==> src/rtl/cmwc_random_generator_assert.svh <==
// Assertion macros used by the random generator sequencer.
`ifndef CMWC_RANDOM_GENERATOR_ASSERT_SVH
`define CMWC_RANDOM_GENERATOR_ASSERT_SVH
`ifndef NO_ASSERTIONS
// Same-cycle implication, disabled while reset is asserted.
`define CMWC_ASSERT_IMP(label, clk, rst_n, ante, cons) \
	label: assert property (@(posedge clk) disable iff (!rst_n) (ante) |-> (cons)) \
		else $error("cmwc assertion failed");
// Next-cycle implication, disabled while reset is asserted.
`define CMWC_ASSERT_NXT(label, clk, rst_n, ante, cons) \
	label: assert property (@(posedge clk) disable iff (!rst_n) (ante) |=> (cons)) \
		else $error("cmwc assertion failed");
`else
`define CMWC_ASSERT_IMP(label, clk, rst_n, ante, cons)
`define CMWC_ASSERT_NXT(label, clk, rst_n, ante, cons)
`endif
`endif

==> src/rtl/cmwc_pkg.sv <==
// Package with constants and types of the random generator.
`timescale 1ns / 1ps
package cmwc_pkg;

	// Generator constants.
	localparam logic [31:0] GOLDEN_STEP = 32'h9e3779b9;
	localparam logic [14:0] CMWC_MULT   = 15'd18782;
	localparam logic [31:0] CMWC_COMPL  = 32'hfffffffe;
	localparam int          CARRY_W     = 19;
	localparam logic [CARRY_W-1:0] CARRY_RESET = 19'd362436;

	// Input item action codes.
	localparam logic ACT_RESEED = 1'b0;
	localparam logic ACT_DRAW   = 1'b1;

	// Sequencer states.
	typedef enum logic [2:0] {
		ST_CLEAR,
		ST_IDLE,
		ST_SEED,
		ST_MUL,
		ST_ADD,
		ST_FIN
	} state_t;

	// Source of the table write data.
	typedef enum logic [1:0] {
		WS_ZERO,
		WS_SEED,
		WS_DRAW
	} wsel_t;

	// Controls from the sequencer to the datapath.
	typedef struct packed {
		logic  seed_start;
		logic  seed_step;
		logic  seed_early;
		logic  mul_load;
		logic  add_load;
		logic  fin_load;
		wsel_t wsel;
	} dp_ctrl_t;

endpackage

==> src/rtl/cmwc_dp.sv <==
// Datapath: seed word generator, multiply-with-carry unit and result register.
`timescale 1ns / 1ps
module cmwc_dp #(
	parameter int IDX_W = 8
) (
	input  logic               clk,
	input  logic               arst_n,
	input  cmwc_pkg::dp_ctrl_t ctl,
	input  logic [31:0]        seed_value,
	input  logic [IDX_W-1:0]   seed_k,
	input  logic [31:0]        rdata,
	output logic [31:0]        wdata,
	output logic [31:0]        rnd_value
);
	import cmwc_pkg::*;

	logic [31:0]        acc_q;
	logic [31:0]        p1_q;
	logic [31:0]        p2_q;
	logic [31:0]        p3_q;
	logic [46:0]        prod_q;
	logic [47:0]        t_q;
	logic [CARRY_W-1:0] carry_q;
	logic [31:0]        rnd_q;

	logic [31:0]        seed_word;
	logic [15:0]        c_hi;
	logic [32:0]        low_sum;
	logic               ovf;
	logic [31:0]        x_word;
	logic [CARRY_W-1:0] carry_new;
	logic [31:0]        draw_word;

	// The first three words are seed plus multiples of the golden step,
	// later ones mix the words three and two places back with the index.
	assign seed_word = ctl.seed_early ? acc_q : (p3_q ^ p2_q ^ GOLDEN_STEP ^ 32'(seed_k));

	// Carry correction: the new carry is the high half, added to the low half
	// with an extra increment of both when that sum wraps.
	assign c_hi      = t_q[47:32];
	assign low_sum   = {1'b0, t_q[31:0]} + 33'(c_hi);
	assign ovf       = low_sum[32];
	assign x_word    = low_sum[31:0] + 32'(ovf);
	assign carry_new = CARRY_W'(c_hi) + CARRY_W'(ovf);
	assign draw_word = CMWC_COMPL - x_word;

	// Table write data select.
	always_comb begin
		case (ctl.wsel)
			WS_ZERO: wdata = '0;
			WS_SEED: wdata = seed_word;
			WS_DRAW: wdata = draw_word;
			default: wdata = '0;
		endcase
	end

	// Seed history and arithmetic pipeline registers.
	always_ff @(posedge clk) begin
		if (ctl.seed_start) begin
			acc_q <= seed_value;
		end else if (ctl.seed_step) begin
			acc_q <= acc_q + GOLDEN_STEP;
			p3_q  <= p2_q;
			p2_q  <= p1_q;
			p1_q  <= seed_word;
		end
		if (ctl.mul_load) begin
			prod_q <= 47'(CMWC_MULT) * 47'(rdata);
		end
		if (ctl.add_load) begin
			t_q <= {1'b0, prod_q} + 48'(carry_q);
		end
		if (ctl.fin_load) begin
			rnd_q <= draw_word;
		end
	end

	// Carry register.
	always_ff @(posedge clk or negedge arst_n) begin
		if (!arst_n) begin
			carry_q <= CARRY_RESET;
		end else if (ctl.fin_load) begin
			carry_q <= carry_new;
		end
	end

	assign rnd_value = rnd_q;

endmodule

==> config.mk <==
export PLATFORM = sky130hd
export DESIGN_NAME = cmwc_dp
export DESIGN_NICKNAME = d
export VERILOG_FILES = /design/src/rtl/cmwc_random_generator_assert.svh /design/src/rtl/cmwc_pkg.sv /design/src/rtl/cmwc_dp.sv
export SDC_FILE = /design/constraint.sdc
export NUM_CORES = 1
export LEC_CHECK = 0
export ABC_AREA = 1
export BUFFER_PORTS_ARGS = -buffer_cell sky130_fd_sc_hd__buf_2
export CAP_MARGIN = 10
export CORE_AREA = 4 4 291 293
export DETAILED_ROUTE_END_ITERATION = 8
export DIE_AREA = 0 0 295 297
export SLEW_MARGIN = 10
export SYNTH_ARGS = -nofsm -noshare
export SYNTH_HDL_FRONTEND = slang
export SYNTH_SLANG_ARGS = --single-unit
==> constraint.sdc <==
create_clock -name clk -period 4.96 [get_ports clk]
set_clock_uncertainty 0.2 [all_clocks]
set_input_delay 0 -clock clk [delete_from_list [all_inputs] [get_ports clk]]
set_output_delay 0 -clock clk [all_outputs]
set_load 0.01 [all_outputs]
# [Word level (Yosys, flattened, before mapping)]
# Cells that the tools add are included.
[word_totals] regBits=273 in_bits=82 output_inout_bits=64 wordCells=27
[classes] n_addsub=6 multipliers=1 n_eq_ne=2 n_mux=4 n_bitwise=4 n_reduce_logical=2
[ops] operator="2-to-1 mux 32 bit" count=3
[ops] operator="case mux 32 bit (2 select lines)" count=1
[ops] operator="adder 47 x 19 -> 48 bit" count=1
[ops] operator="multiplier 14 x 32 -> 46 bit (first input constant)" count=1
[ops] operator="adder 32 x 16 -> 33 bit" count=1
[ops] operator="adder 32 x 1 -> 32 bit" count=1
[ops] operator="adder 32 bit (second input constant)" count=1
[ops] operator="subtractor 32 bit (first input constant)" count=1
[ops] operator="bitwise XOR 32 bit" count=1
[ops] operator="bitwise XOR 32 x 8 -> 32 bit" count=1
[ops] operator="inverter 20 bit" count=1
[ops] operator="adder 16 x 1 -> 17 bit" count=1
[ops] operator="equality test 2 x 1 -> 1 bit (second input constant)" count=1
[ops] operator="equality test 2 bit (second input constant)" count=1
[ops] operator="AND reduction 2 bit" count=1
[ops] operator="nonzero test 2 bit" count=1
[ops] operator="inverter 1 bit" count=1

# [Depth between registers and ports, before layout]
[depth] word_depth=5 depth_mapped=29 mapped_depth_nobuf=29

# [Worst setup path after synthesis]
# OpenSTA, ideal clock, no wires.
[synth_path] path_type="input to register" startpoint="input port ctl[7] in the netlist's numbering" endpoint="register p1_q[0] (enable)" setup_time_ps=554 arrival_ps=4220 t_required_ps=4206 setup_slack_ps=-14 stages=2 n_path_buf=1 cell_sequence="clkbuf_1 > nor2_1"
[synth_via] elab_chain_cells=2
[synth_lines] item="start, declared" line="cmwc_dp.sv:8" text="input cmwc_pkg::dp_ctrl_t ctl,"
[synth_lines] item="inverter 1 bit (no source line)"
[synth_lines] item="AND reduction 2 bit (no source line)"
[synth_lines] item="end signal, assigned" line="cmwc_dp.sv:65" text="p1_q <= seed_word;"
[synth_lines] item="end, declared" line="cmwc_dp.sv:18" text="logic [31:0] p1_q;"
# Every way passes these cells.
# A chain may end at the register's enable or synchronous reset.

# [Worst setup path in the final report]
[layout_path] startpoint="input port rdata[31]" endpoint="register prod_q[44], data pin"
[layout_via] elab_chain_cells=1
[layout_lines] item="start, declared" line="cmwc_dp.sv:11" text="input logic [31:0] rdata,"
[layout_lines] item="multiplier 14 x 32 -> 46 bit" line="cmwc_dp.sv:68" text="prod_q <= 47'(CMWC_MULT) * 47'(rdata);"
[layout_lines] item="end signal, assigned" line="cmwc_dp.sv:68"
[layout_lines] item="end, declared" line="cmwc_dp.sv:21" text="logic [46:0] prod_q;"
# Every way passes these cells.

==> summary.md <==
| Metric | Value |
|---|---|
| CP most frequent cell | fa_1 |
| Status | complete, no violations |
| Synth cell count leaders | nand2_1, inv_1, edfxtp_1, ha_1, nor2_1 |
| Top delay family on crit path | adder cells |
| Max clock buf depth | 3 |
| Syn nets | 3283 |
| Area grow syn2layout | 24.33% |
| Grt ovf | 0 |
| Setup crit end kind | register |
| Drt drc | 0 |
| TritonCTS Sinks | 272 |
| Max-cap viol count | 0 |
| Final worst path period share | 97.63% |
| Max_slew headroom | 30.73% |
| Worst hold slack | 0.05080 ns |
| Mapped cell area | 0.02442 mm² |
| Layout fillers | 8330 |
| WL final | 63.18 mm |
| Clk Latency, worst-skew pair | 0.57 ns |
| Layout cells sized above 1 | 17.50% |
| Pin count of the biggest net entering global routing | 61 |
| Worst Path Class, Setup | in2reg |
| Crit path required time | 5.06 ns |
| Htree depth | 1 |
| Worst hold path class | in2reg |
| # rows | 105 |
| CP Buf/Inv Count | 4 |
| Post-route antenna net violation count | 0 |
| Cts bufs inserted | 31 |
| Placed inst area | 0.02779 mm² |
| Post-synth top flop | edfxtp_1 |
| Initial Util | 29.83% |
| Synth top area cells | edfxtp_1, fa_1, ha_1 |
| Die width | 295 µm |
| Crit path cell chain | dlygate4sd3_1 > buf_2 > inv_1 > fa_1 > fa_1 > fa_1 > fa_1 > inv_1 > ha_1 > ha_1 > a21o_1 > a31oi_1 > o21ai_0 > a31oi_1 > nand3_2 > a31oi_1 > xor2_1 |
| GP Congestion | 0.8826 |
| GRT Resource Usage Total | 14.09% |
| First-pass GRT wire length | 100.8 mm |
| CTS tree | built |
| Post-layout min period | 4.843 ns |
| Layout net count | 3728 |
| Initial DRC Count | 1037 |
| Tot Pwr | 22.64 mW |
| Area of the multi-input gates | 0.01473 mm² |
| Synth warn | 0 |
| Sum Neg Setup Slack | 0 ns |
| PortBufs | 145 |
| Area leader, netlist | edfxtp_1 |
| Post-synthesis sequential element count | 272 |
| Initial antenna violation count | 0 |
| RSZ-0062 raised after global routing | true |
| Leakage | 14.31 nW |
| Detailed placement HPWL | 51.36 mm |
| Ant diodes | 0 |
| Synthesized instance count | 2777 |
| Syn Area/Cell | 8.793 µm² |
| Maximum vdd drop | 0.0005943 V |
| Max incr delay on CP | 0.56 ns |
| Routed wire length per instance | 14.64 µm |
| Vias in the first global route | 19610 |
| Hold depth | 3 |
| Final Max Slew Viols | 0 |
| CP arrival | 4.94 ns |
| WP depth | 17 |
| CP max FO | 6 |
| IO Count | 146 |
| DR pass1 iterations | 7 |
| Endpoints failing setup | 0 |
| Clock-pin slew on the worst setup and hold paths | 0.06 ns |
| Tightest Pin Transition | 1.039 ns |
| FF-to-FF path depth | 29 |
| Die Span Y | 297 µm |
| Post-synth EDFFs | 254 |
| CP max-delay cell | fa_1 |
| Netlist cell types | 60 |
| CTS root buf | clkbuf_16 |
| Core area | 0.08185 mm² |
| Seq/Total Area, Yosys | 33.13% |
| DIE AREA | 0.08762 mm² |
| Post-route cell area | 0.03036 mm² |
| Most common cell in the netlist | nand2_1 |
| Fin. Hold Viols | 0 |
| Max Clk Rate | 206.5 MHz |
| Sequential Area | 0.008089 mm² |
| CP Launch Type | primary input |
| DR vias/cell | 4.511 |
| Asr flop ratio synth | 6.618% |
| Power Dens Cells | 745.7 mW/mm² |
| Vias | 19470 |
| Post-synth top area share | 31.24% |
==> area by class of cell <==
type	count	share of cell area [%]
multi-input cells	1938	48.52
flip-flops and latches	272	26.64
repair buffers	437	10.34
inverters	542	6.709
well taps	1070	4.410
clock buffers	43	2.868
clock inverters	14	0.5028
==> where the power goes <==
group	internal [mW]	switching (mW)	total (mW)
sequential	3.75	0.445	4.20
clock	1.37	0.902	2.28
combinational	7.16	9.01	16.2
total	12.3	10.4	22.6
==> cells in the final DEF, fill, tap and decap left out, drive strengths merged, types with 10 or more instances in the layout <==
| cell type | synthesis | routed |
|---|---|---|
| clkbuf | 22 | 43 |
| nor2 | 226 | 226 |
| nor4 | 14 | 14 |
| fa | 170 | 170 |
| edfxtp | 254 | 254 |
| dlygate4sd3 | 0 | 83 |
| xnor2 | 50 | 50 |
| a31oi | 19 | 19 |
| o21ai | 95 | 95 |
| nand2 | 619 | 619 |
| nor3 | 26 | 26 |
| nand4 | 34 | 34 |
| nand3 | 115 | 115 |
| buf | 3 | 353 |
| clkinv | 2 | 10 |
| inv | 540 | 542 |
| ha | 254 | 254 |
| or2 | 10 | 10 |
| xor2 | 102 | 102 |
| a21oi | 141 | 141 |
==> state kept, by name (all words and copies together), names as in the netlist <==
register and cells:
p2_q 32, p1_q 32, prod_q 46, t_q 48, p3_q 32, rnd_value 32, acc_q 32, carry_q 18
==> per-stage QoR <==
step / cells / util [%] / setup slack (ns)
finish: 4316 / 37.09 / 0.1175
floorplan: 2777 / - / 0.04623
global placement: 4153 / 33.95 / -0.4113
detailed placement: 4153 / 33.95 / -0.4759
global route: 4316 / 37.09 / -0.03971
CTS: 4302 / 36.44 / 0.004249
==> cell families after synthesis <==
| kind of cell | share of synthesized area, % |
|---|---|
| compound gates | 6.923 |
| xor+xnor | 5.544 |
| flops | 33.13 |
| buf+inv | 8.742 |
| simple gates | 18.71 |
| fa+ha+maj | 26.95 |
==> tightest hold or removal path, stage by stage <==
cell,delay (ns)
dlygate4sd3_1,0.52
buf_2,0.10
o21a_1,0.09
==> path summary, 6_finish.rpt <==
path                       slack [ns]            end           start
min in group asynchronous        0.48     carry_q[8]          arst_n
hold / removal                   0.05      acc_q[27]  seed_value[27]
setup / recovery                 0.12     prod_q[44]       rdata[31]
setup reg to reg                 0.72  rnd_value[22]         t_q[32]
max in group asynchronous        3.08    carry_q[12]          arst_n
hold reg to reg                  0.22       p2_q[31]        p1_q[31]
==> layer usage <==
metal	up-vias	part of all wire (%)	global-route usage, %
met3	78	3.9	1.172
met5	-	0	0
li1	9854	-	-
met4	0	2.7	3.780
met2	402	48	24.46
met1	9137	45	18.89
==> timing repair <==
item	4_1_cts	5_1_grt
resized for setup	29	84
setup endpoints to repair	19	44
endpoints found under the hold margin	214	0
hold buffers	84	0
buffers inserted	8	14
pin swaps	11	30
(Power assumes the default switching activity.)
