`src/rtl/cmwc_random_generator_assert.svh`:
```
// Assertion macros used by the random generator sequencer.
`ifndef CMWC_RANDOM_GENERATOR_ASSERT_SVH
`define CMWC_RANDOM_GENERATOR_ASSERT_SVH
`ifndef NO_ASSERTIONS
// Same-cycle implication, disabled while reset is asserted.
`define CMWC_ASSERT_IMP(label, clk, rst_n, ante, cons) \
	label: assert property (@(posedge clk) disable iff (!rst_n) (ante) |-> (cons)) \
		else $error("cmwc assertion failed");
// Next-cycle implication, disabled while reset is asserted.
`define CMWC_ASSERT_NXT(label, clk, rst_n, ante, cons) \
	label: assert property (@(posedge clk) disable iff (!rst_n) (ante) |=> (cons)) \
		else $error("cmwc assertion failed");
`else
`define CMWC_ASSERT_IMP(label, clk, rst_n, ante, cons)
`define CMWC_ASSERT_NXT(label, clk, rst_n, ante, cons)
`endif
`endif

```
`src/rtl/cmwc_pkg.sv`:
```
// Package with constants and types of the random generator.
`timescale 1ns / 1ps
package cmwc_pkg;

	// Generator constants.
	localparam logic [31:0] GOLDEN_STEP = 32'h9e3779b9;
	localparam logic [14:0] CMWC_MULT   = 15'd18782;
	localparam logic [31:0] CMWC_COMPL  = 32'hfffffffe;
	localparam int          CARRY_W     = 19;
	localparam logic [CARRY_W-1:0] CARRY_RESET = 19'd362436;

	// Input item action codes.
	localparam logic ACT_RESEED = 1'b0;
	localparam logic ACT_DRAW   = 1'b1;

	// Sequencer states.
	typedef enum logic [2:0] {
		ST_CLEAR,
		ST_IDLE,
		ST_SEED,
		ST_MUL,
		ST_ADD,
		ST_FIN
	} state_t;

	// Source of the table write data.
	typedef enum logic [1:0] {
		WS_ZERO,
		WS_SEED,
		WS_DRAW
	} wsel_t;

	// Controls from the sequencer to the datapath.
	typedef struct packed {
		logic  seed_start;
		logic  seed_step;
		logic  seed_early;
		logic  mul_load;
		logic  add_load;
		logic  fin_load;
		wsel_t wsel;
	} dp_ctrl_t;

endpackage

```
`src/rtl/cmwc_ctrl.sv`:
```
// Sequencer: clearing pass, reseed walk, draw steps and result handshake.
`timescale 1ns / 1ps
module cmwc_ctrl #(
	parameter int TABLE_DEPTH = 256
) (
	input  logic                           clk,
	input  logic                           arst_n,
	input  logic                           cmd_valid,
	input  logic                           cmd_action,
	output logic                           cmd_ready,
	input  logic                           out_ready,
	output logic                           out_valid,
	output logic                           ram_we,
	output logic [$clog2(TABLE_DEPTH)-1:0] ram_waddr,
	output logic [$clog2(TABLE_DEPTH)-1:0] ram_raddr,
	output logic [$clog2(TABLE_DEPTH)-1:0] seed_k,
	output cmwc_pkg::dp_ctrl_t             ctl
);
	import cmwc_pkg::*;
	`include "cmwc_random_generator_assert.svh"

	localparam int IDX_W = $clog2(TABLE_DEPTH);
	localparam logic [IDX_W-1:0] LAST = IDX_W'(TABLE_DEPTH - 1);

	state_t           state_q;
	state_t           state_d;
	logic [IDX_W-1:0] idx_q;
	logic [IDX_W-1:0] idx_d;
	logic [IDX_W-1:0] cnt_q;
	logic [IDX_W-1:0] cnt_d;
	logic             out_valid_q;
	logic [IDX_W-1:0] idx_next;
	logic             cmd_beat;
	logic             fin_go;

	assign idx_next = (idx_q == LAST) ? '0 : idx_q + IDX_W'(1);
	assign cmd_beat = cmd_valid && cmd_ready;
	assign fin_go   = (state_q == ST_FIN) && (!out_valid_q || out_ready);

	// State, index and counter registers.
	always_ff @(posedge clk or negedge arst_n) begin
		if (!arst_n) begin
			state_q     <= ST_CLEAR;
			idx_q       <= LAST;
			cnt_q       <= '0;
			out_valid_q <= 1'b0;
		end else begin
			state_q <= state_d;
			idx_q   <= idx_d;
			cnt_q   <= cnt_d;
			if (fin_go) begin
				out_valid_q <= 1'b1;
			end else if (out_ready) begin
				out_valid_q <= 1'b0;
			end
		end
	end

	// Next state and controls.
	always_comb begin
		state_d        = state_q;
		idx_d          = idx_q;
		cnt_d          = cnt_q;
		cmd_ready      = 1'b0;
		ram_we         = 1'b0;
		ram_waddr      = cnt_q;
		ctl            = '0;
		ctl.wsel       = WS_ZERO;
		ctl.seed_early = (cnt_q < IDX_W'(3));
		case (state_q)
			ST_CLEAR: begin
				ram_we = 1'b1;
				if (cnt_q == LAST) begin
					cnt_d   = '0;
					state_d = ST_IDLE;
				end else begin
					cnt_d = cnt_q + IDX_W'(1);
				end
			end
			ST_IDLE: begin
				cmd_ready = 1'b1;
				if (cmd_valid) begin
					if (cmd_action == ACT_RESEED) begin
						ctl.seed_start = 1'b1;
						cnt_d          = '0;
						state_d        = ST_SEED;
					end else begin
						idx_d   = idx_next;
						state_d = ST_MUL;
					end
				end
			end
			ST_SEED: begin
				ram_we        = 1'b1;
				ctl.wsel      = WS_SEED;
				ctl.seed_step = 1'b1;
				if (cnt_q == LAST) begin
					cnt_d   = '0;
					state_d = ST_IDLE;
				end else begin
					cnt_d = cnt_q + IDX_W'(1);
				end
			end
			ST_MUL: begin
				ctl.mul_load = 1'b1;
				state_d      = ST_ADD;
			end
			ST_ADD: begin
				ctl.add_load = 1'b1;
				state_d      = ST_FIN;
			end
			ST_FIN: begin
				ram_waddr = idx_q;
				ctl.wsel  = WS_DRAW;
				if (fin_go) begin
					ram_we       = 1'b1;
					ctl.fin_load = 1'b1;
					state_d      = ST_IDLE;
				end
			end
			default: begin
				state_d = ST_IDLE;
			end
		endcase
	end

	assign ram_raddr = idx_next;
	assign seed_k    = cnt_q;
	assign out_valid = out_valid_q;

	// A draw beat moves to the multiply step with the advanced index.
	`CMWC_ASSERT_NXT(a_draw_index, clk, arst_n, cmd_beat && (cmd_action == ACT_DRAW), (state_q == ST_MUL) && (idx_q == $past(idx_next)))
	// A new result is loaded only when the output register is free.
	`CMWC_ASSERT_IMP(a_no_overwrite, clk, arst_n, ctl.fin_load, !out_valid_q || out_ready)
	// The table is written only while clearing, seeding or finishing a draw.
	`CMWC_ASSERT_IMP(a_write_states, clk, arst_n, ram_we, (state_q == ST_CLEAR) || (state_q == ST_SEED) || (state_q == ST_FIN))
	// The walk counter stays inside the table.
	`CMWC_ASSERT_IMP(a_cnt_range, clk, arst_n, (state_q == ST_CLEAR) || (state_q == ST_SEED), cnt_q <= LAST)

endmodule

```
`config.mk`:
```
export PLATFORM = sky130hd
export DESIGN_NAME = cmwc_ctrl
export DESIGN_NICKNAME = d
export VERILOG_FILES = /design/src/rtl/cmwc_pkg.sv /design/src/rtl/cmwc_ctrl.sv
export VERILOG_INCLUDE_DIRS = /design/src /design/src/rtl
export SDC_FILE = /design/constraint.sdc
export NUM_CORES = 1
export LEC_CHECK = 0
export ABC_AREA = 1
export BUFFER_PORTS_ARGS = -buffer_cell sky130_fd_sc_hd__buf_4
export CORE_UTILIZATION = 50
export CTS_CLUSTER_DIAMETER = 100
export DETAILED_ROUTE_END_ITERATION = 8
export PLACE_DENSITY_LB_ADDON = 0.12
export SYNTH_ARGS = -nofsm -noshare
export SYNTH_HDL_FRONTEND = slang
export SYNTH_SLANG_ARGS = --single-unit
```
`constraint.sdc`:
```
create_clock -name clk -period 1.75 [get_ports clk]
set_input_delay 0.0875 -clock clk [delete_from_list [all_inputs] [get_ports clk]]
set_output_delay 0.0875 -clock clk [all_outputs]
set_load 0.01 [all_outputs]
```
# After elaboration in Yosys (flattened, before gate mapping)
# Index checks and enable logic that the tools add are counted.
# op_classes
addsub,2
muxes,24
n_mul,0
shifts,0
order_cmp,1
div_mod_pow,0
n_eq_ne,11
reduce_logical,10
bitwise,0
# op_table
op,count
$mux 8,5
$add 8x1->8 const B,2
$eq 8x8->1 const B,2
$pmux 8 s2,1
$pmux 3 s5,1
$mux 1,12
$mux 3,3
$reduce_and 3->1,3
$lt 8x2->1 const B,1
$eq 3x2->1 const B,2
$eq 3x3->1 const B,2
$ne 2x2->1 const B,3
$pmux 2 s2,1
$reduce_bool 2->1,2
$eq 3x1->1 const B,1
$logic_not 3->1,1
$ne 2x1->1 const B,1
$pmux 1 s2,1
$reduce_or 2->1,1
$logic_and 1x1->1,1
$logic_not 1->1,1
$logic_or 1x1->1,1
# word_totals
input_bits,5
mem_bits_ro,0
memories,0
out_inout_bits,35
register_bits,20
elab_cells,52
latch_bits,0
ramBits,0

# Logic depth before layout (Yosys ltp)
# Gate-level depths: netlist of the first run.
# logic_depth
depth_word,5
ltp_mapped,8
ltp_nobuf,8

# Least setup slack after synthesis of the first run
# No wires, ideal clock.
# synth_timing
kind,reg-to-output
from,"register cnt_q[0], in the netlist seed_k[0]"
to,output ctl[5] (netlist name)
stages_incl_launch_ff,4
arrival_ns,1.282
setup_slack_ns,0.380
required_time_ns,1.662
path_buffers,0
cell_sequence,dfrtp_1 ha_1 or2_2 nor3_1
# synth_lines
item,line_no,rtl
start: declaration,cmwc_ctrl.sv:29,logic [IDX_W-1:0] cnt_q;
start signal: assignment,cmwc_ctrl.sv:50,cnt_q <= cnt_d;
end: declaration,cmwc_ctrl.sv:17,output cmwc_pkg::dp_ctrl_t ctl

# Worst setup path in the final report of the first run
# layout_timing
from,register idx_q[1]
to,output ram_raddr[7]
# layout_via
elab_chain_cells,2
word_cells_on_any_way,3
classes_between,add/sub: 1; eq/ne: 1; mux: 1
# layout_lines
item,line_no,rtl
start: declaration,cmwc_ctrl.sv:27,logic [IDX_W-1:0] idx_q;
start signal: assignment,cmwc_ctrl.sv:49,idx_q <= idx_d;
$add 8x1->8 / $eq 8x8->1 (equally long branches),cmwc_ctrl.sv:36,assign idx_next = (idx_q == LAST) ? '0 : idx_q + IDX_W'(1);
$mux 8 *,cmwc_ctrl.sv:36,
end: declaration,cmwc_ctrl.sv:15,"output logic [$clog2(TABLE_DEPTH)-1:0] ram_raddr,"
# Mark *: on every way between the ends. The rest lies on a longest branch, timed or not.

==> qor.yml, run 1 <==
combined_global_route_utilization_of_all_metal_layers_pct: 24.4
endpoint_kind: "output port"
grt_remaining_overflow: 0
maxCapViolCount: 0
grt_pass1_vias: 1238
portBuffers: 39
routed-via-count: 1411
minimum_setup_slack_among_reg_to_reg_paths_ns: 0.36
worst-endpoint-required_ns: 1.66
worst_setup_path_startpoint: "idx_q[1]"
synthCells: 201
power.share.switching_pct: 45.4
placeableCoreArea_sq_um: 2520
ys.warnings.count: 0
post-synth-top-area-fraction_pct: 21.9
outcome: "finished, final reports clean"
setup.worst_path.class: "reg -> out"
hold_start: "cmd_action"
clk-insertion-delay-late_ns: 0.30
maxSlewHeadroom_pct: 80.7
h-tree-depth: 1
critPathLaunchType: "flip-flop"
ys_ff_latch: 20
worst_slack_ns: 0.0324
synth_area_per_cell_sq_um: 6.81
cts_inserted_buffers: 3
path_max_fanout: 5
setup_repair_after_global_routing_missed_its_margin: "true"
clk_pin_slew_ns: 0.13
tightestPinTransition_ns: 0.289
syn_to_final_growth_pct: 32.9
netlist_area_sq_um: 1370
post_dp_cell_area_sq_um: 1670
initial_antenna_violation_count: 0
crit_share_post_route_pct: 98.1
leakagePower_nw: 1.00
worst_hold_path_type: "in -> reg"
rr_endpoint: "idx_q[0]"
fin_skew_ns: 0.0130
design.portCount: 40
fraction_of_layout_cells_with_a_size_suffix_above_1_pct: 35.5
place_worst_setup_slack_ns: 0.277
dominantRegCellSynth: "sky130_fd_sc_hd__dfrtp_1"
crit_arrival_ns: 1.63
clock_power_share_pct: 9.4
setup_tns_ns: 0
cts_root_buf: "sky130_fd_sc_hd__clkbuf_4"
antenna-diode-count: 0
reg2reg_from: "idx_q[1]"
die-height_microns: 54.3
die_area_sq_um: 2950
routed_via_density: 5.08
post_route_design_area_sq_um: 1820
nNetsFinal: 256
floorplan.die.width_microns: 54.3
drt.antenna.violating_nets: 0
clock_tree_from_tritoncts: "done"
cts_num_sinks: 20
synthMostInstantiatedCell: "sky130_fd_sc_hd__nand2_1"
drt-initial-drc-count: 20
asyncSetResetFlopFracSynth_pct: 100
power-per-cell-area_nw_per_um2: 1620
maximum_number_of_pins_on_one_net_before_global_route_repair: 21
max-vdd-ir-drop_mv: 1.24
firstDrtPassIters: 4
finish.utilization_pct: 72.1
layout_min_cycle_time_ns: 1.72
row_count: 18
routed_wl_microns: 3260
synth_area_leader_cell: "sky130_fd_sc_hd__dfrtp_1"
max_freq_ghz: 0.582
power.sequential.fraction_pct: 30.8
netSwitchingPower_mw: 1.33
wire_per_inst_microns: 11.7
grt_first_pass_wirelength_microns: 5220
synth.yosys.seq_area_share_pct: 37.3
gpl.final_weighted_congestion: 0.845
hold_depth: 3
syn-num-nets: 208
setup_violations: 0
worstHoldEndpoint: "state_q[0]"
place_hpwl_microns: 2350
clock_tree.buffer_depth: 2
hold_viol_final: 0
synth.top_cells.by_area: "sky130_fd_sc_hd__dfrtp_1, sky130_fd_sc_hd__nand2_1, sky130_fd_sc_hd__dfstp_2, sky130_fd_sc_hd__inv_1, sky130_fd_sc_hd__o21ai_0"
timing.reg2reg.worst_path_depth: 8
initial_cell_density_of_the_core_pct: 54.3
finalMaxSlewViolations: 0
power.combinational.fraction_pct: 59.8
netlist_top_cells_count: "sky130_fd_sc_hd__nand2_1, sky130_fd_sc_hd__inv_1, sky130_fd_sc_hd__nor2_1"
yosysUniqueCellTypes: 27
drt_drc_violations_left: 0
internal_power_mw: 1.61
synth_edf_count: 0
layer usage:
layer  track usage, %  up-vias  share of wire, %
met2             42.5       26                50
li1                 -      728                 -
met3             2.78        2               3.1
met1             30.9      655                46
met4             8.55        0              0.89
met5                0        -                 0
power groups by stage:
stage / Clock [mW] / Sequential (mW) / Combinational, mW
floorplan: 0 / 0.898 / 0.934
global placement: 0 / 0.907 / 1.57
detailed placement: 0 / 0.918 / 1.59
CTS: 0.276 / 0.892 / 1.68
global route: 0.290 / 0.933 / 1.97
finish: 0.277 / 0.905 / 1.76
worst max path at each step:
stage / end / slack [ns] / cells past startpoint
finish: ram_raddr[7] / 0.03 / 6
global route: ram_raddr[7] / -0.04 / 6
CTS: ctl[5] / 0.003 / 4
detailed placement: ram_raddr[7] / 0.28 / 6
global placement: ram_raddr[7] / 0.31 / 6
floorplan: ctl[5] / 0.38 / 3
registers in the layout, indices dropped and copies added (netlist names):
name / cells
idx_q: 8
seed_k: 8
state_q: 3
out_valid: 1
metrics by stage:
step / hold WS, ns / instances / power (mW)
6_report: 0.0935 / 278 / 2.94
5_1_grt: 0.124 / 278 / 3.20
4_1_cts: 0.0905 / 274 / 2.85
3_5_place_dp: -0.0154 / 266 / 2.51
3_3_place_gp: -0.0157 / 266 / 2.48
2_1_floorplan: -0.208 / 201 / 1.83
cell usage in the layout, fill, tap and decap left out, drive strengths merged:
cell / synthesis / final
nor2: 22 / 22
dfrtp: 12 / 12
or2: 1 / 1
a21oi: 3 / 3
nand2: 65 / 65
or3: 1 / 1
buf: 3 / 46
clkbuf: 1 / 4
nor3: 4 / 4
o21ai: 19 / 19
and3: 1 / 1
nand4: 5 / 5
dfstp: 8 / 8
inv: 35 / 35
nand3: 18 / 18
nor4: 1 / 1
dlygate4sd3: 0 / 1
ha: 2 / 2
repair_timing:
action                                  CTS  global route
pin swaps                                 1             2
endpoints found under the setup margin    7             6
buffers inserted                          3             4
hold buffers                              1             0
endpoints found under the hold margin    20             0
gates cloned                              0             0
resized for setup                         3            11
logic make-up after synthesis:
group | count (synthesis) | share of synthesized area, %
AOI/OAI and AO/OA | 22 | 8.04
DFF | 20 | 37.3
and+or+nand+nor | 118 | 41.0
buffers and inverters | 39 | 11.8
adders and majority gates | 2 | 1.83
layout make-up:
class                   instances  area, sq um
multi-input cells             142          746
repair buffers                 47          355
clock buffers                   4         36.3
flip-flops and latches         20          513
well taps                      30         37.5
fillers                       217          703
inverters                      35          131
critical path, stage by stage, from the launching register on:
cell and delay, ns:
sky130_fd_sc_hd__dfstp_2 0.57, sky130_fd_sc_hd__ha_4 0.13, sky130_fd_sc_hd__nand2_2 0.08, sky130_fd_sc_hd__nor2_4 0.16, sky130_fd_sc_hd__nand2_4 0.07, sky130_fd_sc_hd__and3_4 0.17
sky130_fd_sc_hd__buf_4 0.13
(Power assumes the default switching activity.)
==> inputs of run 2 (changes only) <==
Settings changed: ABC_AREA 1 to not set.
==> run 2 against run 1 <==
The run now ends with negative setup slack left. Clock skew fell by 0.012 ns. Critical path depth fell by 1. Design area rose by 2.1%. Critical path type unchanged. Critical endpoint is now ram_raddr[5].
==> qor.yml, run 2 <==
ys_ff_latch: 20  # unchanged
critPathBufInv: 2  # was 1
fin_skew_ns: 0.00106  # was 0.0130 ns
cts_root_buf: "sky130_fd_sc_hd__clkbuf_4"  # unchanged
syn_to_final_growth_pct: 45.3  # was 32.9%
fraction_of_layout_cells_with_a_size_suffix_above_1_pct: 52.6  # was 35.5%
dominantRegCellSynth: "sky130_fd_sc_hd__dfrtp_1"  # unchanged
cell_depth_of_the_worst_setup_path: 5  # was 6
worstSetupEndpoint: "ram_raddr[5]"  # was ram_raddr[7]
worst_hold_path_type: "in -> reg"  # unchanged
placeableCoreArea_sq_um: 2320  # was 2520 sq um
cts_inserted_buffers: 3  # unchanged
crit_arrival_ns: 1.73  # was 1.63 ns
critPathLaunchType: "flip-flop"  # unchanged
maximum_number_of_pins_on_one_net_before_global_route_repair: 21  # unchanged
outcome: "finished with violations"  # was finished, final reports clean
synthMostInstantiatedCell: "sky130_fd_sc_hd__nand2_1"  # unchanged
gpl.final_weighted_congestion: 0.851  # was 0.845
path_max_fanout: 4  # was 5
synthCells: 134  # was 201
most-common-layout-cells: "sky130_fd_sc_hd__buf_4, sky130_fd_sc_hd__nand2_1, sky130_fd_sc_hd__nor2_1, sky130_fd_sc_hd__nand3_1, sky130_fd_sc_hd__dfrtp_1"  # was sky130_fd_sc_hd__nand2_1, sky130_fd_sc_hd__buf_4, sky130_fd_sc_hd__inv_1, sky130_fd_sc_hd__nor2_1
setup_repair_after_global_routing_missed_its_margin: "true"  # unchanged
worst_setup_path_startpoint: "idx_q[2]"  # was idx_q[1]
synth.top_cells.by_area: "sky130_fd_sc_hd__dfrtp_1, sky130_fd_sc_hd__dfstp_2, sky130_fd_sc_hd__mux2_2, sky130_fd_sc_hd__nand2_1, sky130_fd_sc_hd__nand3_1"  # was sky130_fd_sc_hd__dfrtp_1, sky130_fd_sc_hd__nand2_1, sky130_fd_sc_hd__dfstp_2, sky130_fd_sc_hd__inv_1, sky130_fd_sc_hd__o21ai_0
floorplan.die.width_microns: 52.6  # was 54.3 microns
crit_share_post_route_pct: 104  # was 98.1%
firstDrtPassIters: 4  # unchanged
routed_wl_microns: 3430  # was 3260 microns
grt_pass1_vias: 1160  # was 1238
die-height_microns: 52.6  # was 54.3 microns
drt-initial-drc-count: 25  # was 20
fillCellCount: 153  # was 217
synth_area_per_cell_sq_um: 9.54  # was 6.81 sq um
grt_first_pass_wirelength_microns: 5310  # was 5220 microns
wire_per_inst_microns: 15.6  # was 11.7 microns
timing.reg2reg.worst_path_depth: 6  # was 8
die_area_sq_um: 2760  # was 2950 sq um
initial_cell_density_of_the_core_pct: 55.2  # was 54.3%
yosysUniqueCellTypes: 44  # was 27
grt_remaining_overflow: 0  # unchanged
netlist_top_cells_count: "sky130_fd_sc_hd__nand2_1, sky130_fd_sc_hd__dfrtp_1, sky130_fd_sc_hd__nor2_1"  # was sky130_fd_sc_hd__nand2_1, sky130_fd_sc_hd__inv_1, sky130_fd_sc_hd__nor2_1
drt.antenna.violating_nets: 0  # unchanged
synth.yosys.seq_area_share_pct: 39.9  # was 37.3%
synth_area_leader_cell: "sky130_fd_sc_hd__dfrtp_1"  # unchanged
slowest_stage: "sky130_fd_sc_hd__dfstp_2"  # unchanged
place_worst_setup_slack_ns: 0.107  # was 0.277 ns
worst-endpoint-required_ns: 1.66  # about the same
ys.warnings.count: 0  # unchanged
h-tree-depth: 1  # unchanged
hold_viol_final: 0  # unchanged
finalMaxSlewViolations: 0  # unchanged
clock_tree.buffer_depth: 2  # unchanged
routed-via-count: 1247  # was 1411
portBuffers: 39  # unchanged
final_common_cell: "sky130_fd_sc_hd__buf_4"  # was sky130_fd_sc_hd__nand2_1
worst_slack_ns: -0.0667  # was 0.0324 ns
asyncSetResetFlopFracSynth_pct: 100  # unchanged
max_freq_ghz: 0.550  # was 0.582 GHz
leakagePower_nw: 0.933  # was 1.00 nW
max-vdd-ir-drop_mv: 1.33  # was 1.24 mV
setup_violations: 5  # was 0
initial_antenna_violation_count: 0  # unchanged
ff_latch_area_sq_um: 514  # was 513 sq um
max_stage_delay_on_crit_path_ns: 0.59  # was 0.57 ns
synth_edf_count: 0  # unchanged
timing.critical_path.cells: "buf_4 > and4_4 > and4_4 > nor2_2 > buf_4"  # was ha_4 > nand2_2 > nor2_4 > nand2_4 > and3_4 > buf_4
netlist_area_sq_um: 1280  # was 1370 sq um
tightestPinTransition_ns: 0.412  # was 0.289 ns
nNetsFinal: 200  # was 256
endpoint_kind: "output port"  # unchanged
clock_tree_from_tritoncts: "done"  # unchanged
setup_tns_ns: -0.241  # was 0 ns
minimum_setup_slack_among_reg_to_reg_paths_ns: 0.12  # was 0.36 ns
post-synth-top-area-fraction_pct: 23.5  # was 21.9%
maxSlewHeadroom_pct: 72.5  # was 80.7%
multi_input_comb_area_sq_um: 823  # was 746 sq um
worst_path_dominant_cell_family: "flip-flops"  # unchanged
cts_num_sinks: 20  # unchanged
power-per-cell-area_nw_per_um2: 1440  # was 1620 nW/um^2
row_count: 17  # was 18
design.portCount: 40  # unchanged
antenna-diode-count: 0  # unchanged
place_hpwl_microns: 2190  # was 2350 microns
reg2reg_from: "idx_q[2]"  # was idx_q[1]
maxCapViolCount: 0  # unchanged
rr_endpoint: "idx_q[5]"  # was idx_q[0]
routed_via_density: 5.67  # was 5.08
syn-num-nets: 141  # was 208
layout_min_cycle_time_ns: 1.82  # was 1.72 ns
failed_checks: "negative setup slack"
setup.worst_path.class: "reg -> out"  # unchanged
clk_pin_slew_ns: 0.12  # was 0.13 ns
combined_global_route_utilization_of_all_metal_layers_pct: 26.9  # was 24.4%
drt_drc_violations_left: 0  # unchanged
clk-insertion-delay-late_ns: 0.31  # was 0.30 ns
run 2: what timing repair did:
action	4_1_cts	5_1_grt
hold endpoints to repair	20	0
pin swaps	6	3
hold buffers	1	0
cloned	0	1
endpoints found under the setup margin	14	14
resized for setup	14	12
setup buffers	6	6
run 2: worst min path at each step:
stage | start | endpoint | slack [ns] | depth (start not counted)
2_1_floorplan | arst_n | out_valid | -0.21 | 0
3_3_place_gp | arst_n | seed_k[5] | -0.02 | 1
3_5_place_dp | arst_n | seed_k[5] | -0.02 | 1
4_1_cts | out_ready | out_valid | 0.05 | 3
5_1_grt | out_ready | out_valid | 0.08 | 3
6_report | out_ready | out_valid | 0.06 | 3
run 2: metal layers:
metal,track usage [%],vias to the layer above,part of all wire (%)
met4,10.1,0,1.5
li1,-,599,-
met3,2.90,5,5.0
met5,0,-,0
met2,44.7,39,47
met1,35.6,604,46
run 2: final cells by class:
cell class	instances	area share, %
inverter	2	0.404
multi-input combinational	108	44.3
tap	28	1.89
clock buffer	4	1.95
timing repair buffer	58	23.8
sequential	20	27.7
run 2: through the flow:
| stage | hold WS, ns | util (%) | instances | power (mW) | cell area, sq um |
|---|---|---|---|---|---|
| 2_1_floorplan | -0.208 | - | 134 | 1.50 | 1280 |
| 3_3_place_gp | -0.0185 | 69.9 | 202 | 2.05 | 1620 |
| 3_5_place_dp | -0.0156 | 69.9 | 202 | 2.08 | 1620 |
| 4_1_cts | 0.0530 | 75.6 | 213 | 2.48 | 1750 |
| 5_1_grt | 0.0844 | 80.1 | 220 | 2.84 | 1860 |
| 6_report | 0.0602 | 80.1 | 220 | 2.68 | 1860 |
run 2: worst reg2reg max path, cell delays in order (launching register included):
cell and delay, ns:
sky130_fd_sc_hd__dfstp_2 0.59, sky130_fd_sc_hd__buf_4 0.14, sky130_fd_sc_hd__and4_4 0.23, sky130_fd_sc_hd__and4_4 0.26
sky130_fd_sc_hd__buf_4 0.14, sky130_fd_sc_hd__nor2b_1 0.04, sky130_fd_sc_hd__o22a_1 0.17
run 2: logic make-up after synthesis:
| logic type | Yosys count | synth area share (%) |
|---|---|---|
| simple gates | 67 | 28.9 |
| compound gates | 20 | 12.1 |
| flops | 20 | 39.9 |
| mux | 10 | 8.71 |
| xor+xnor | 8 | 5.48 |
| buf+inv | 7 | 2.93 |
| fa+ha+maj | 2 | 1.96 |
run 2: power breakdown:
group	total (mW)	internal, mW	leakage (nW)	switching, mW
clock	0.280	0.127	0.0210	0.153
sequential	0.761	0.613	0.237	0.148
combinational	1.64	0.888	0.675	0.752
total	2.68	1.63	0.933	1.05
